--- config.mk ---
export PLATFORM = sky130hd
export DESIGN_NAME = echo_pulse_distance_display
export DESIGN_NICKNAME = d
export VERILOG_FILES = /design/src/hw/rtl/epdd_pkg.sv /design/src/hw/rtl/epdd_regs.sv /design/src/hw/rtl/epdd_range.sv /design/src/hw/rtl/epdd_digits.sv /design/src/hw/rtl/echo_pulse_distance_display.sv
export SDC_FILE = /design/constraint.sdc
export NUM_CORES = 2
export LEC_CHECK = 0
export BUFFER_PORTS_ARGS = -buffer_cell sky130_fd_sc_hd__buf_2
export CORE_MARGIN = 5
export CORE_UTILIZATION = 57
export CTS_CLUSTER_SIZE = 30
export DETAILED_ROUTE_END_ITERATION = 8
export PLACE_DENSITY = 0.74
export SYNTH_ARGS = -nofsm -noshare
export SYNTH_HDL_FRONTEND = slang
export SYNTH_SLANG_ARGS = --single-unit
--- constraint.sdc ---
create_clock -name clk -period 25.3 [get_ports clk]
set_input_delay 3.795 -clock clk [delete_from_list [all_inputs] [get_ports clk]]
set_output_delay 3.795 -clock clk [all_outputs]
set_load 0.005 [all_outputs]
--- src/hw/rtl/epdd_pkg.sv ---
// Package for the echo pulse distance display.
// Shared widths, limits, register codes and the configuration struct.
// No dependencies.
package epdd_pkg;

  localparam int unsigned CLOCK_HZ_DEF   = 50000000;
  localparam int unsigned PULSE_BITS_DEF = 24;

  localparam int unsigned SPEED_W  = 9;
  localparam int unsigned DIGIT_W  = 4;
  localparam int unsigned MM_W     = 14;
  localparam int unsigned INCH_W   = 11;
  localparam int unsigned APB_AW   = 3;
  localparam int unsigned APB_DW   = 32;

  localparam logic [DIGIT_W-1:0] BLANK_CODE  = 4'd10;
  localparam logic [MM_W-1:0]    MM_LIMIT    = 14'd9999;
  localparam logic [INCH_W-1:0]  INCH_LIMIT  = 11'd1199;
  localparam logic [SPEED_W-1:0] SPEED_RESET = 9'd343;

  typedef enum logic {
    REG_UNIT_MODE = 1'b0,
    REG_SPEED_MPS = 1'b1
  } epdd_reg_t;

  typedef struct packed {
    logic               unit_mode;
    logic [SPEED_W-1:0] speed_mps;
  } epdd_cfg_t;

endpackage

--- src/hw/rtl/epdd_regs.sv ---
// APB configuration registers: display mode and speed of sound.
// Depends on epdd_pkg.
module epdd_regs (
  input  logic                         clk,
  input  logic                         rst,
  input  logic                         psel,
  input  logic                         penable,
  input  logic                         pwrite,
  input  logic [epdd_pkg::APB_AW-1:0]  paddr,
  input  logic [epdd_pkg::APB_DW-1:0]  pwdata,
  output logic [epdd_pkg::APB_DW-1:0]  prdata,
  output logic                         pready,
  output epdd_pkg::epdd_cfg_t          cfg
);

  epdd_pkg::epdd_reg_t reg_sel;
  logic                wr_en;

  assign pready  = 1'b1;
  assign reg_sel = epdd_pkg::epdd_reg_t'(paddr[2]);
  assign wr_en   = psel && penable && pwrite && pready;

  always_ff @(posedge clk) begin
    if (rst) begin
      cfg.unit_mode <= 1'b0;
      cfg.speed_mps <= epdd_pkg::SPEED_RESET;
    end else if (wr_en) begin
      unique case (reg_sel)
        epdd_pkg::REG_UNIT_MODE: cfg.unit_mode <= pwdata[0];
        epdd_pkg::REG_SPEED_MPS: cfg.speed_mps <= pwdata[epdd_pkg::SPEED_W-1:0];
        default: ;
      endcase
    end
  end

  always_comb begin
    unique case (reg_sel)
      epdd_pkg::REG_UNIT_MODE: prdata = epdd_pkg::APB_DW'(cfg.unit_mode);
      epdd_pkg::REG_SPEED_MPS: prdata = epdd_pkg::APB_DW'(cfg.speed_mps);
      default:                 prdata = '0;
    endcase
  end

endmodule

--- src/hw/rtl/epdd_range.sv ---
// Pulse width to millimetres, saturated at 9999: product, reciprocal
// estimate, one-step correction. Depends on epdd_pkg.
module epdd_range #(
  parameter int unsigned CLOCK_HZ   = epdd_pkg::CLOCK_HZ_DEF,
  parameter int unsigned PULSE_BITS = epdd_pkg::PULSE_BITS_DEF
) (
  input  logic                         clk,
  input  logic                         rst,
  input  logic                         en,
  input  logic                         ticks_valid,
  input  logic [PULSE_BITS-1:0]        ticks,
  input  logic [epdd_pkg::SPEED_W-1:0] speed,
  output logic                         mm_valid,
  output logic [epdd_pkg::MM_W-1:0]    mm
);

  localparam int unsigned MM_W  = epdd_pkg::MM_W;
  localparam int unsigned P_W   = PULSE_BITS + epdd_pkg::SPEED_W;
  // mm = floor(500 * ticks * speed / CLOCK_HZ); saturates once the product reaches 20 * CLOCK_HZ
  localparam int unsigned MM_SCALE = 500;
  localparam longint unsigned SAT_LIM = 64'd20 * 64'(CLOCK_HZ);
  localparam int unsigned K     = $clog2(SAT_LIM);
  localparam int unsigned EXT_W = (P_W > K + 1) ? P_W : K + 1;
  localparam longint unsigned RECIP = (64'(MM_SCALE) << K) / 64'(CLOCK_HZ);
  localparam int unsigned R_W   = $clog2(RECIP + 1);
  localparam int unsigned N_W   = K + 9;
  localparam logic [R_W-1:0] RECIP_V = R_W'(RECIP);

  logic [P_W-1:0]     prod1;
  logic               v1;
  logic [EXT_W-1:0]   prod_ext;
  logic [K-1:0]       pc;
  logic [K+R_W-1:0]   qprod;
  logic               sat_next;
  logic [MM_W-1:0]    qe_next;
  logic [N_W-1:0]     n_next;

  logic               v2, sat2;
  logic [MM_W-1:0]    qe2;
  logic [N_W-1:0]     n2;

  logic               v3, sat3;
  logic [MM_W-1:0]    qe3;
  logic [N_W-1:0]     n3, qc3;

  logic [N_W-1:0]     resid;
  logic               carry;

  assign prod_ext = EXT_W'(prod1);
  assign sat_next = prod_ext >= EXT_W'(SAT_LIM);
  assign pc       = prod_ext[K-1:0];
  assign qprod    = (K+R_W)'(pc) * (K+R_W)'(RECIP_V);
  assign qe_next  = MM_W'(qprod >> K);
  assign n_next   = N_W'(pc) * N_W'(MM_SCALE);

  assign resid = n3 - qc3;
  assign carry = resid >= N_W'(CLOCK_HZ);

  always_ff @(posedge clk) begin
    if (rst) begin
      v1       <= 1'b0;
      v2       <= 1'b0;
      v3       <= 1'b0;
      mm_valid <= 1'b0;
    end else if (en) begin
      v1       <= ticks_valid;
      v2       <= v1;
      v3       <= v2;
      mm_valid <= v3;
    end
  end

  always_ff @(posedge clk) begin
    if (en) begin
      prod1 <= P_W'(ticks) * P_W'(speed);
      sat2  <= sat_next;
      qe2   <= qe_next;
      n2    <= n_next;
      sat3  <= sat2;
      qe3   <= qe2;
      n3    <= n2;
      qc3   <= N_W'(qe2) * N_W'(CLOCK_HZ);
      mm    <= sat3 ? epdd_pkg::MM_LIMIT : qe3 + MM_W'(carry);
    end
  end

endmodule

--- src/hw/rtl/epdd_digits.sv ---
// Millimetres to four display digits and colon, in mm or feet:inches form,
// with leading-zero blanking. Depends on epdd_pkg.
module epdd_digits (
  input  logic                         clk,
  input  logic                         rst,
  input  logic                         en,
  input  logic                         mm_valid,
  input  logic [epdd_pkg::MM_W-1:0]    mm,
  input  logic                         unit_mode,
  output logic                         disp_valid,
  output logic [epdd_pkg::DIGIT_W-1:0] digit_zero,
  output logic [epdd_pkg::DIGIT_W-1:0] digit_one,
  output logic [epdd_pkg::DIGIT_W-1:0] digit_two,
  output logic [epdd_pkg::DIGIT_W-1:0] digit_three,
  output logic                         colon_lit
);

  localparam int unsigned MM_W   = epdd_pkg::MM_W;
  localparam int unsigned INCH_W = epdd_pkg::INCH_W;
  localparam int unsigned DW     = epdd_pkg::DIGIT_W;
  localparam int unsigned FT_W   = 7;

  // reciprocal constants, exact over the ranges used here
  localparam logic [18:0] INCH_RECIP = 19'd330265; // 5 * ceil(2^23 / 127)
  localparam logic [13:0] R10        = 14'd13108;  // >> 17
  localparam logic [13:0] R100       = 14'd10486;  // >> 20
  localparam logic [14:0] R1000      = 15'd16778;  // >> 24
  localparam logic [12:0] R12        = 13'd5462;   // >> 16
  localparam logic [6:0]  R10_SMALL  = 7'd103;     // >> 10

  // stage 5
  logic [32:0]       inch_prod;
  logic [27:0]       q10_prod;
  logic [27:0]       q100_prod;
  logic [28:0]       q1000_prod;
  logic [INCH_W-1:0] inch_raw;
  logic              v5;
  logic [MM_W-1:0]   mm5;
  logic [INCH_W-1:0] inch5;
  logic [9:0]        q10_5;
  logic [6:0]        q100_5;
  logic [DW-1:0]     q1000_5;

  // stage 6
  logic [23:0]       feet_prod;
  logic [MM_W-1:0]   mmd0_full, mmd1_full, mmd2_full;
  logic              v6;
  logic [INCH_W-1:0] inch6;
  logic [FT_W-1:0]   feet6;
  logic [DW-1:0]     mmd6 [4];

  // stage 7
  logic [INCH_W-1:0] rem_full;
  logic [13:0]       ft_tens_prod;
  logic              v7;
  logic [DW-1:0]     rem7;
  logic [FT_W-1:0]   feet7;
  logic [DW-1:0]     ft_tens7;
  logic [DW-1:0]     mmd7 [4];

  // stage 8
  logic [FT_W-1:0]   ft_ones_full;
  logic              in_tens;
  logic [DW-1:0]     raw [4];
  logic              b3, b2, b1;

  assign inch_prod  = 33'(mm) * 33'(INCH_RECIP);
  assign q10_prod   = 28'(mm) * 28'(R10);
  assign q100_prod  = 28'(mm) * 28'(R100);
  assign q1000_prod = 29'(mm) * 29'(R1000);
  assign inch_raw   = INCH_W'(inch_prod >> 23);

  always_ff @(posedge clk) begin
    if (en) begin
      mm5     <= mm;
      inch5   <= (inch_raw > epdd_pkg::INCH_LIMIT) ? epdd_pkg::INCH_LIMIT : inch_raw;
      q10_5   <= 10'(q10_prod >> 17);
      q100_5  <= 7'(q100_prod >> 20);
      q1000_5 <= DW'(q1000_prod >> 24);
    end
  end

  assign feet_prod = 24'(inch5) * 24'(R12);
  assign mmd0_full = mm5 - MM_W'(q10_5) * MM_W'(10);
  assign mmd1_full = MM_W'(q10_5) - MM_W'(q100_5) * MM_W'(10);
  assign mmd2_full = MM_W'(q100_5) - MM_W'(q1000_5) * MM_W'(10);

  always_ff @(posedge clk) begin
    if (en) begin
      inch6   <= inch5;
      feet6   <= FT_W'(feet_prod >> 16);
      mmd6[0] <= DW'(mmd0_full);
      mmd6[1] <= DW'(mmd1_full);
      mmd6[2] <= DW'(mmd2_full);
      mmd6[3] <= q1000_5;
    end
  end

  assign rem_full     = inch6 - INCH_W'(feet6) * INCH_W'(12);
  assign ft_tens_prod = 14'(feet6) * 14'(R10_SMALL);

  always_ff @(posedge clk) begin
    if (en) begin
      rem7     <= DW'(rem_full);
      feet7    <= feet6;
      ft_tens7 <= DW'(ft_tens_prod >> 10);
      mmd7     <= mmd6;
    end
  end

  assign ft_ones_full = feet7 - FT_W'(ft_tens7) * FT_W'(10);
  assign in_tens      = rem7 >= DW'(10);

  always_comb begin
    if (unit_mode) begin
      raw[0] = in_tens ? rem7 - DW'(10) : rem7;
      raw[1] = DW'(in_tens);
      raw[2] = DW'(ft_ones_full);
      raw[3] = ft_tens7;
      if (raw[2] != '0 && !in_tens) begin
        raw[1] = epdd_pkg::BLANK_CODE;
      end
    end else begin
      raw = mmd7;
    end
    b3 = raw[3] == '0;
    b2 = b3 && raw[2] == '0;
    b1 = b2 && raw[1] == '0;
  end

  always_ff @(posedge clk) begin
    if (en) begin
      digit_zero  <= raw[0];
      digit_one   <= b1 ? epdd_pkg::BLANK_CODE : raw[1];
      digit_two   <= b2 ? epdd_pkg::BLANK_CODE : raw[2];
      digit_three <= b3 ? epdd_pkg::BLANK_CODE : raw[3];
      colon_lit   <= unit_mode;
    end
  end

  always_ff @(posedge clk) begin
    if (rst) begin
      v5         <= 1'b0;
      v6         <= 1'b0;
      v7         <= 1'b0;
      disp_valid <= 1'b0;
    end else if (en) begin
      v5         <= mm_valid;
      v6         <= v5;
      v7         <= v6;
      disp_valid <= v7;
    end
  end

endmodule

--- src/hw/rtl/echo_pulse_distance_display.sv ---
// Echo pulse distance display, top level: input skid stage, distance and digit pipelines,
// APB registers. Depends on epdd_pkg, epdd_regs, epdd_range, epdd_digits.
//
// Usage:
//   pulse channel   : pulse_valid / pulse_ready, payload pulse_ticks (echo width in clocks).
//   display channel : display_valid / display_ready, payload four digits (10 = blank) and
//                     colon_lit. One display transaction per pulse transaction, in order.
//   APB port        : unit_mode at 0x0, speed_mps at 0x4; write only while idle.
// Timing:
//   A pulse passes the input register, then the eight register stages (product,
//   reciprocal estimate, correction, mm, digit split) before it reaches display_valid.
//   Throughput is one transaction per cycle while display_ready stays high.
// Stalls:
//   With display_valid high and display_ready low the whole pipeline holds; one further
//   pulse is caught in the skid register, then pulse_ready drops. After the stall clears,
//   pulse_ready returns in the next cycle, once the skid register has drained.
// Reset:
//   rst clears all valid flags, the skid flag among them, and loads unit_mode = 0,
//   speed_mps = 343. Payload registers are not reset.
module echo_pulse_distance_display #(
  parameter int unsigned CLOCK_HZ   = epdd_pkg::CLOCK_HZ_DEF,
  parameter int unsigned PULSE_BITS = epdd_pkg::PULSE_BITS_DEF
) (
  input  logic                         clk,
  input  logic                         rst,
  input  logic                         pulse_valid,
  output logic                         pulse_ready,
  input  logic [PULSE_BITS-1:0]        pulse_ticks,
  output logic                         display_valid,
  input  logic                         display_ready,
  output logic [epdd_pkg::DIGIT_W-1:0] digit_zero,
  output logic [epdd_pkg::DIGIT_W-1:0] digit_one,
  output logic [epdd_pkg::DIGIT_W-1:0] digit_two,
  output logic [epdd_pkg::DIGIT_W-1:0] digit_three,
  output logic                         colon_lit,
  input  logic                         psel,
  input  logic                         penable,
  input  logic                         pwrite,
  input  logic [epdd_pkg::APB_AW-1:0]  paddr,
  input  logic [epdd_pkg::APB_DW-1:0]  pwdata,
  output logic [epdd_pkg::APB_DW-1:0]  prdata,
  output logic                         pready
);

  epdd_pkg::epdd_cfg_t     cfg;
  logic                    en;
  logic                    take;
  logic                    skid_valid;
  logic [PULSE_BITS-1:0]   skid_ticks;
  logic                    v0;
  logic [PULSE_BITS-1:0]   ticks0;
  logic                    mm_valid;
  logic [epdd_pkg::MM_W-1:0] mm;

  assign en          = !display_valid || display_ready;
  assign pulse_ready = !skid_valid;
  assign take        = pulse_valid && pulse_ready;

  always_ff @(posedge clk) begin
    if (rst) begin
      skid_valid <= 1'b0;
      v0         <= 1'b0;
    end else if (en) begin
      skid_valid <= 1'b0;
      v0         <= skid_valid || take;
    end else if (take) begin
      skid_valid <= 1'b1;
    end
  end

  always_ff @(posedge clk) begin
    if (en) begin
      ticks0 <= skid_valid ? skid_ticks : pulse_ticks;
    end else if (take) begin
      skid_ticks <= pulse_ticks;
    end
  end

  epdd_regs u_regs (
    .clk     (clk),
    .rst     (rst),
    .psel    (psel),
    .penable (penable),
    .pwrite  (pwrite),
    .paddr   (paddr),
    .pwdata  (pwdata),
    .prdata  (prdata),
    .pready  (pready),
    .cfg     (cfg)
  );

  epdd_range #(
    .CLOCK_HZ   (CLOCK_HZ),
    .PULSE_BITS (PULSE_BITS)
  ) u_range (
    .clk         (clk),
    .rst         (rst),
    .en          (en),
    .ticks_valid (v0),
    .ticks       (ticks0),
    .speed       (cfg.speed_mps),
    .mm_valid    (mm_valid),
    .mm          (mm)
  );

  epdd_digits u_digits (
    .clk          (clk),
    .rst          (rst),
    .en           (en),
    .mm_valid     (mm_valid),
    .mm           (mm),
    .unit_mode    (cfg.unit_mode),
    .disp_valid   (display_valid),
    .digit_zero   (digit_zero),
    .digit_one    (digit_one),
    .digit_two    (digit_two),
    .digit_three  (digit_three),
    .colon_lit    (colon_lit)
  );

endmodule

## Yosys cells after proc, flatten, opt, wreduce, memory -nomap -nowiden

Cells that the tools add are included.

| operators by class | value |
|---|---|
| add/subtract/negate cells | 8 |
| multiply operators | 15 |
| magnitude comparators | 4 |
| mux-type cells | 6 |
| bitwise logic cells | 2 |
| reduce and logical (&&, ||, !) cells | 19 |

Operators with widths:

| kind | number |
|---|---|
| $pmux W32 S2 | 1 |
| $mul A30 B14 Y44 const B | 1 |
| $ge A39 B26 Y1 const B | 1 |
| $sub A39 B39 Y39 | 1 |
| $mul A30 B7 Y37 const B | 1 |
| $ge A33 B30 Y1 const B | 1 |
| $mul A14 B19 Y33 const B | 1 |
| $mul A24 B9 Y33 | 1 |
| $mul A14 B19 Y32 const B | 1 |
| $mul A14 B14 Y27 const B | 1 |
| $mul A14 B13 Y26 const B | 1 |
| $mul A14 B12 Y25 const B | 1 |
| $mux W24 | 1 |
| $mul A11 B12 Y22 const B | 1 |
| $sub A4 B4 Y4 | 5 |
| $mux W16 | 1 |
| $add A14 B1 Y14 | 1 |
| $mul A7 B7 Y14 const B | 1 |
| $logic_not A4 Y1 | 3 |
| $gt A10 B11 Y1 const B | 1 |
| $mux W11 | 1 |
| $mul A10 B3 Y3 const B | 1 |
| $mul A4 B3 Y3 const B | 2 |
| $mux W4 | 2 |
| 11 further kinds | 22 |

| storage, ports and cells | value |
|---|---|
| bits in registers | 359 |
| input port bits | 66 |
| output and inout port bits | 52 |
| word-level logic and storage cells | 101 |

## Logic depth before layout (Yosys ltp)

| depth | value |
|---|---|
| depth in word-level cells | 9 |
| gate-level depth with buffers | 23 |
| depth with buffers taken out | 23 |

## Cells and area by module

A second synthesis with hierarchy kept.

| second synthesis, totals | value |
|---|---|
| cell total of the unflattened synthesis | 4,464 |
| area total of the unflattened synthesis | 47,865.9 sq um |

Modules (own cells, without submodules):

| module | instances | cells each | area each (sq um) | sequential area each (sq um) |
|---|---|---|---|---|
| epdd_range | 1 | 2,789 | 29,035.3 | 5,124.9 |
| epdd_digits | 1 | 1,510 | 16,205.5 | 3,022.9 |
| echo_pulse_distance_display | 1 | 84 | 1,920.6 | 1,481.4 |
| epdd_regs | 1 | 81 | 704.4 | 200.2 |

## Worst setup path before layout

No wires, ideal clock.

| path | value |
|---|---|
| kind | input -> register |
| from | input display_ready |
| to | register v0 |
| setup time | 0.538 ns |
| arrival | 12.366 ns |
| required time | 24.762 ns |
| setup slack | 12.396 ns |
| stages | 5 |
| buffers on the path | 2 |
| cells stage by stage | nor2b_1 -> clkbuf_1 -> inv_1 -> clkbuf_1 -> a211oi_1 |

| between the ends | value |
|---|---|
| cells in the longest elaborated chain, start to end | 1 |

Ends and longest elaborated chain:

| item | RTL line | source |
|---|---|---|
| start: declaration | echo_pulse_distance_display.sv:30 | `input logic display_ready,` |
| $logic_or A1 B1 Y1 | echo_pulse_distance_display.sv:55 | `assign en = !display_valid \|\| display_ready;` |
| end signal: assignment | echo_pulse_distance_display.sv:65 | `v0 <= skid_valid \|\| take;` |
| end: declaration | echo_pulse_distance_display.sv:50 | `logic v0;` |

No other way between the ends.
A chain may end at the register's enable or synchronous reset.

## Worst setup path after layout

| path | value |
|---|---|
| from | input paddr[2] (netlist bit) |
| to | output prdata[0] (netlist bit) |

| between the ends | value |
|---|---|
| cells in the longest elaborated chain, start to end | 2 |

Ends and longest elaborated chain:

| item | RTL line | source |
|---|---|---|
| start: declaration | echo_pulse_distance_display.sv:39 | `input logic [epdd_pkg::APB_AW-1:0] paddr,` |
| $not A1 Y1 | epdd_regs.sv:37 | `unique case (reg_sel)` |
| $pmux W32 S2 (*) | epdd_regs.sv:37 |  |
| end: declaration | echo_pulse_distance_display.sv:41 | `output logic [epdd_pkg::APB_DW-1:0] prdata,` |

Every way passes the cells marked *; elsewhere a longest branch is shown, timed or not. The select of a mux whose other input is x is not followed.

==> impl_metrics.toml <==
[cells_and_area]
synthToLayoutAreaGrowth_pct = 5.72
nets = 6110
drive_gt1_frac = 0.0434
fin_area_sq_mm = 0.0501

[floorplanning]
rows = 105
die_area_sq_mm = 0.0889
io_pins = 118
core_sq_mm = 0.0822
die_w_um = 298
die_h_um = 298
start_util = 0.576

[place]
io_buffers = 68
place.gp.congestion = 0.907
hpwl_mm = 80.4
dpl_cell_area_sq_mm = 0.0489

[cts]
clock-sinks = 334
cts_buffer_depth = 3
cts_hold_buf = 0
clk_latency_ns = 0.57
cts_tree = "done"
cts_buffers = 38
cts_root_buf = "clkbuf_16"
htreeDepth = 2
clk_pin_slew_worst_paths_ns = 0.06
cts_setup_buffers = 0
post_cts_resized = 0

[timing]
rsz0062_at_grt = "false"
slew_headroom = 0.240
whs_ns = 0.417
final_hold_viol_count = 0
report.final.slew_viol_count = 0
fin_worst_skew_ns = 0.0277
layout_min_cycle_time_ns = 8.06
setup_viol = 0
fmax_mhz = 124
period_share = 0.319
tns_ns = 0
tightest_slew_ns = 1.14

[synthesis]
yosysMostFrequentCell = "inv_1"
synth_compound_area_frac = 0.0712
seq_area_frac_synth = 0.208
synth_commonest_cells = "inv_1 (1036), ha_1 (859), fa_1 (687)"
synthDistinctLibCells = 79
yosys_warnings = 0
yosysTopAreaCellShare = 0.290
synth_top_area_cell = "fa_1"
synthXorXnorAreaFrac = 0.0316
synth_seq_cells = 334
synthArstFlopShare = 0
mappedNetlistArea_sq_mm = 0.0474
synthMuxAreaShare = 0.00951
synthFlopType = "edfxtp_1"
synth_top_family_by_area = "adder cells"
synth_cells = 4435
netlist_top_cells_area = "fa_1 (29%), ha_1 (23%), edfxtp_1 (20%)"
synth_edf_count = 314
yosys.area_share.simple = 0.0716
syn_avg_cell_area_sq_um = 10.7
synthAdderAreaFrac = 0.517

[critical_path]
r2r_start = "u_range.prod1[12]"
slowest_delay_ns = 0.19
rr_worst_depth = 21
slowest_stage = "buf_2"
start_kind = "input pin"
critPathKind = "input pin to output pin"
end_kind = "output pin"
path_buf_inv = 2
cp.required_ns = 21.50
worstPathArrival_ns = 4.27
worst-path-stages = 4
timing.rr.end = "u_range.qe2[13]"
critPathLaunch = "paddr[2]"
crit_family = "buffers and inverters"
cp_max_fo = 14
crit_chain = "buf_2 > nand2_1 > o21ai_0 > buf_2"
cp_common_cell = "buf_2"
reg2reg_slack_ns = 17.92
cp-endpoint = "prdata[0]"

[route]
vias = 30400
drcViolationCount = 0
firstDrtPassIters = 5
routed_via_density = 5.43
wl_per_cell_um = 17.3
wirelength_mm = 96.7
ant_nets = 0
drt_iter0_drc = 1465

[worst_hold_path]
hp-class = "flop to flop"
worstHoldStart = "u_digits.mmd6[13]"

[grt]
grtUsageTotal = 0.223
antenna_found_initial = 0
grt_max_degree = 92
grt_pass1_vias = 32500
grt_pass1_wl_mm = 162
overflow = 0

[run]
max_cap_violations = 0

[outcome]
status = "complete, no violations"
-- worst min path at each step --
stage / end / slack [ns] / cells past startpoint
2_1_floorplan: u_digits.mmd6[12] / 0.40 / 0
3_3_place_gp: u_digits.mmd7[13] / 0.40 / 0
3_5_place_dp: u_digits.mmd7[1] / 0.40 / 0
4_1_cts: u_digits.mmd7[13] / 0.42 / 0
5_1_grt: u_range.n3[35] / 0.42 / 0
6_report: u_digits.mmd7[13] / 0.42 / 0
-- layout make-up --
cell class / count / area [sq um]
inverter: 1037 / 3900
antenna: 1 / 2.50
multi-input combinational: 2999 / 33300
fill: 6605 / 32200
tap: 1070 / 1340
sequential: 334 / 9830
clock inverter: 12 / 151
timing repair buffer: 88 / 490
clock buffer: 51 / 1050
-- sequential cells by signal (all words and copies together) (netlist names), 16 cells and up --
register and cells:
u_range.prod1 33, u_range.n2 32, u_range.n3 32, u_range.qc3 27
skid_ticks 24, ticks0 24, u_digits.mmd6 16, u_digits.mmd7 16
-- kinds of logic (layout without fill, tap and decap cells) --
| group | after synthesis | in the layout |
|---|---|---|
| DFF | 334 | 334 |
| buffers and inverters | 1124 | 1188 |
| other | 2 | 25 |
| adders and majority gates | 1546 | 1546 |
| and+or+nand+nor | 713 | 713 |
| muxes | 41 | 41 |
| xor gates and xnor gates | 171 | 171 |
| AOI/OAI and AO/OA | 504 | 504 |
-- per-stage QoR --
| stage | instances | utilization | setup WS (ns) |
|---|---|---|---|
| after floorplan | 4457 | - | 12.40 |
| after global placement | 5528 | 0.594 | 17.24 |
| after detailed placement | 5528 | 0.594 | 17.24 |
| after CTS | 5591 | 0.609 | 17.24 |
| after global routing | 5591 | 0.609 | 17.16 |
| final | 5592 | 0.609 | 17.24 |
-- worst reg2reg max path: stages, from the launching register on --
cell	delay (ns)
edfxtp_1	0.83
inv_1	0.35
fa_1	0.58
inv_1	0.08
ha_1	0.31
fa_1	0.51
fa_1	0.54
fa_1	0.55
inv_1	0.06
fa_1	0.50
inv_1	0.04
ha_1	0.29
nand3_1	0.13
o221ai_1	0.14
a221oi_1	0.32
o21ai_0	0.19
o311ai_0	0.63
a31oi_1	0.28
o22a_1	0.30
a21oi_1	0.24
o21bai_1	0.11
xnor2_1	0.14
-- cell usage in the layout (no fill, tap or decap), drive strengths merged, types with 26 or more instances in the layout --
master	n
o21ai	84
xnor2	121
xor2	50
o21a	40
inv	1043
a21oi	141
nand2	258
buf	88
fa	687
nand2b	26
and2	102
edfxtp	314
clkbuf	51
nor3	41
ha	859
a21o	75
nand3	36
nor2	150
mux2	32
-- routing by layer --
layer | track usage | part of all wire | vias to the layer above
met5 | 0 | 0 | -
met4 | 0.0621 | 0.030 | 0
met3 | 0.0317 | 0.049 | 166
met2 | 0.393 | 0.50 | 616
met1 | 0.288 | 0.42 | 15100
li1 | - | - | 14500
Power is not shown: default switching activity piles up to over one toggle a cycle in this logic, so the estimate is an artifact.
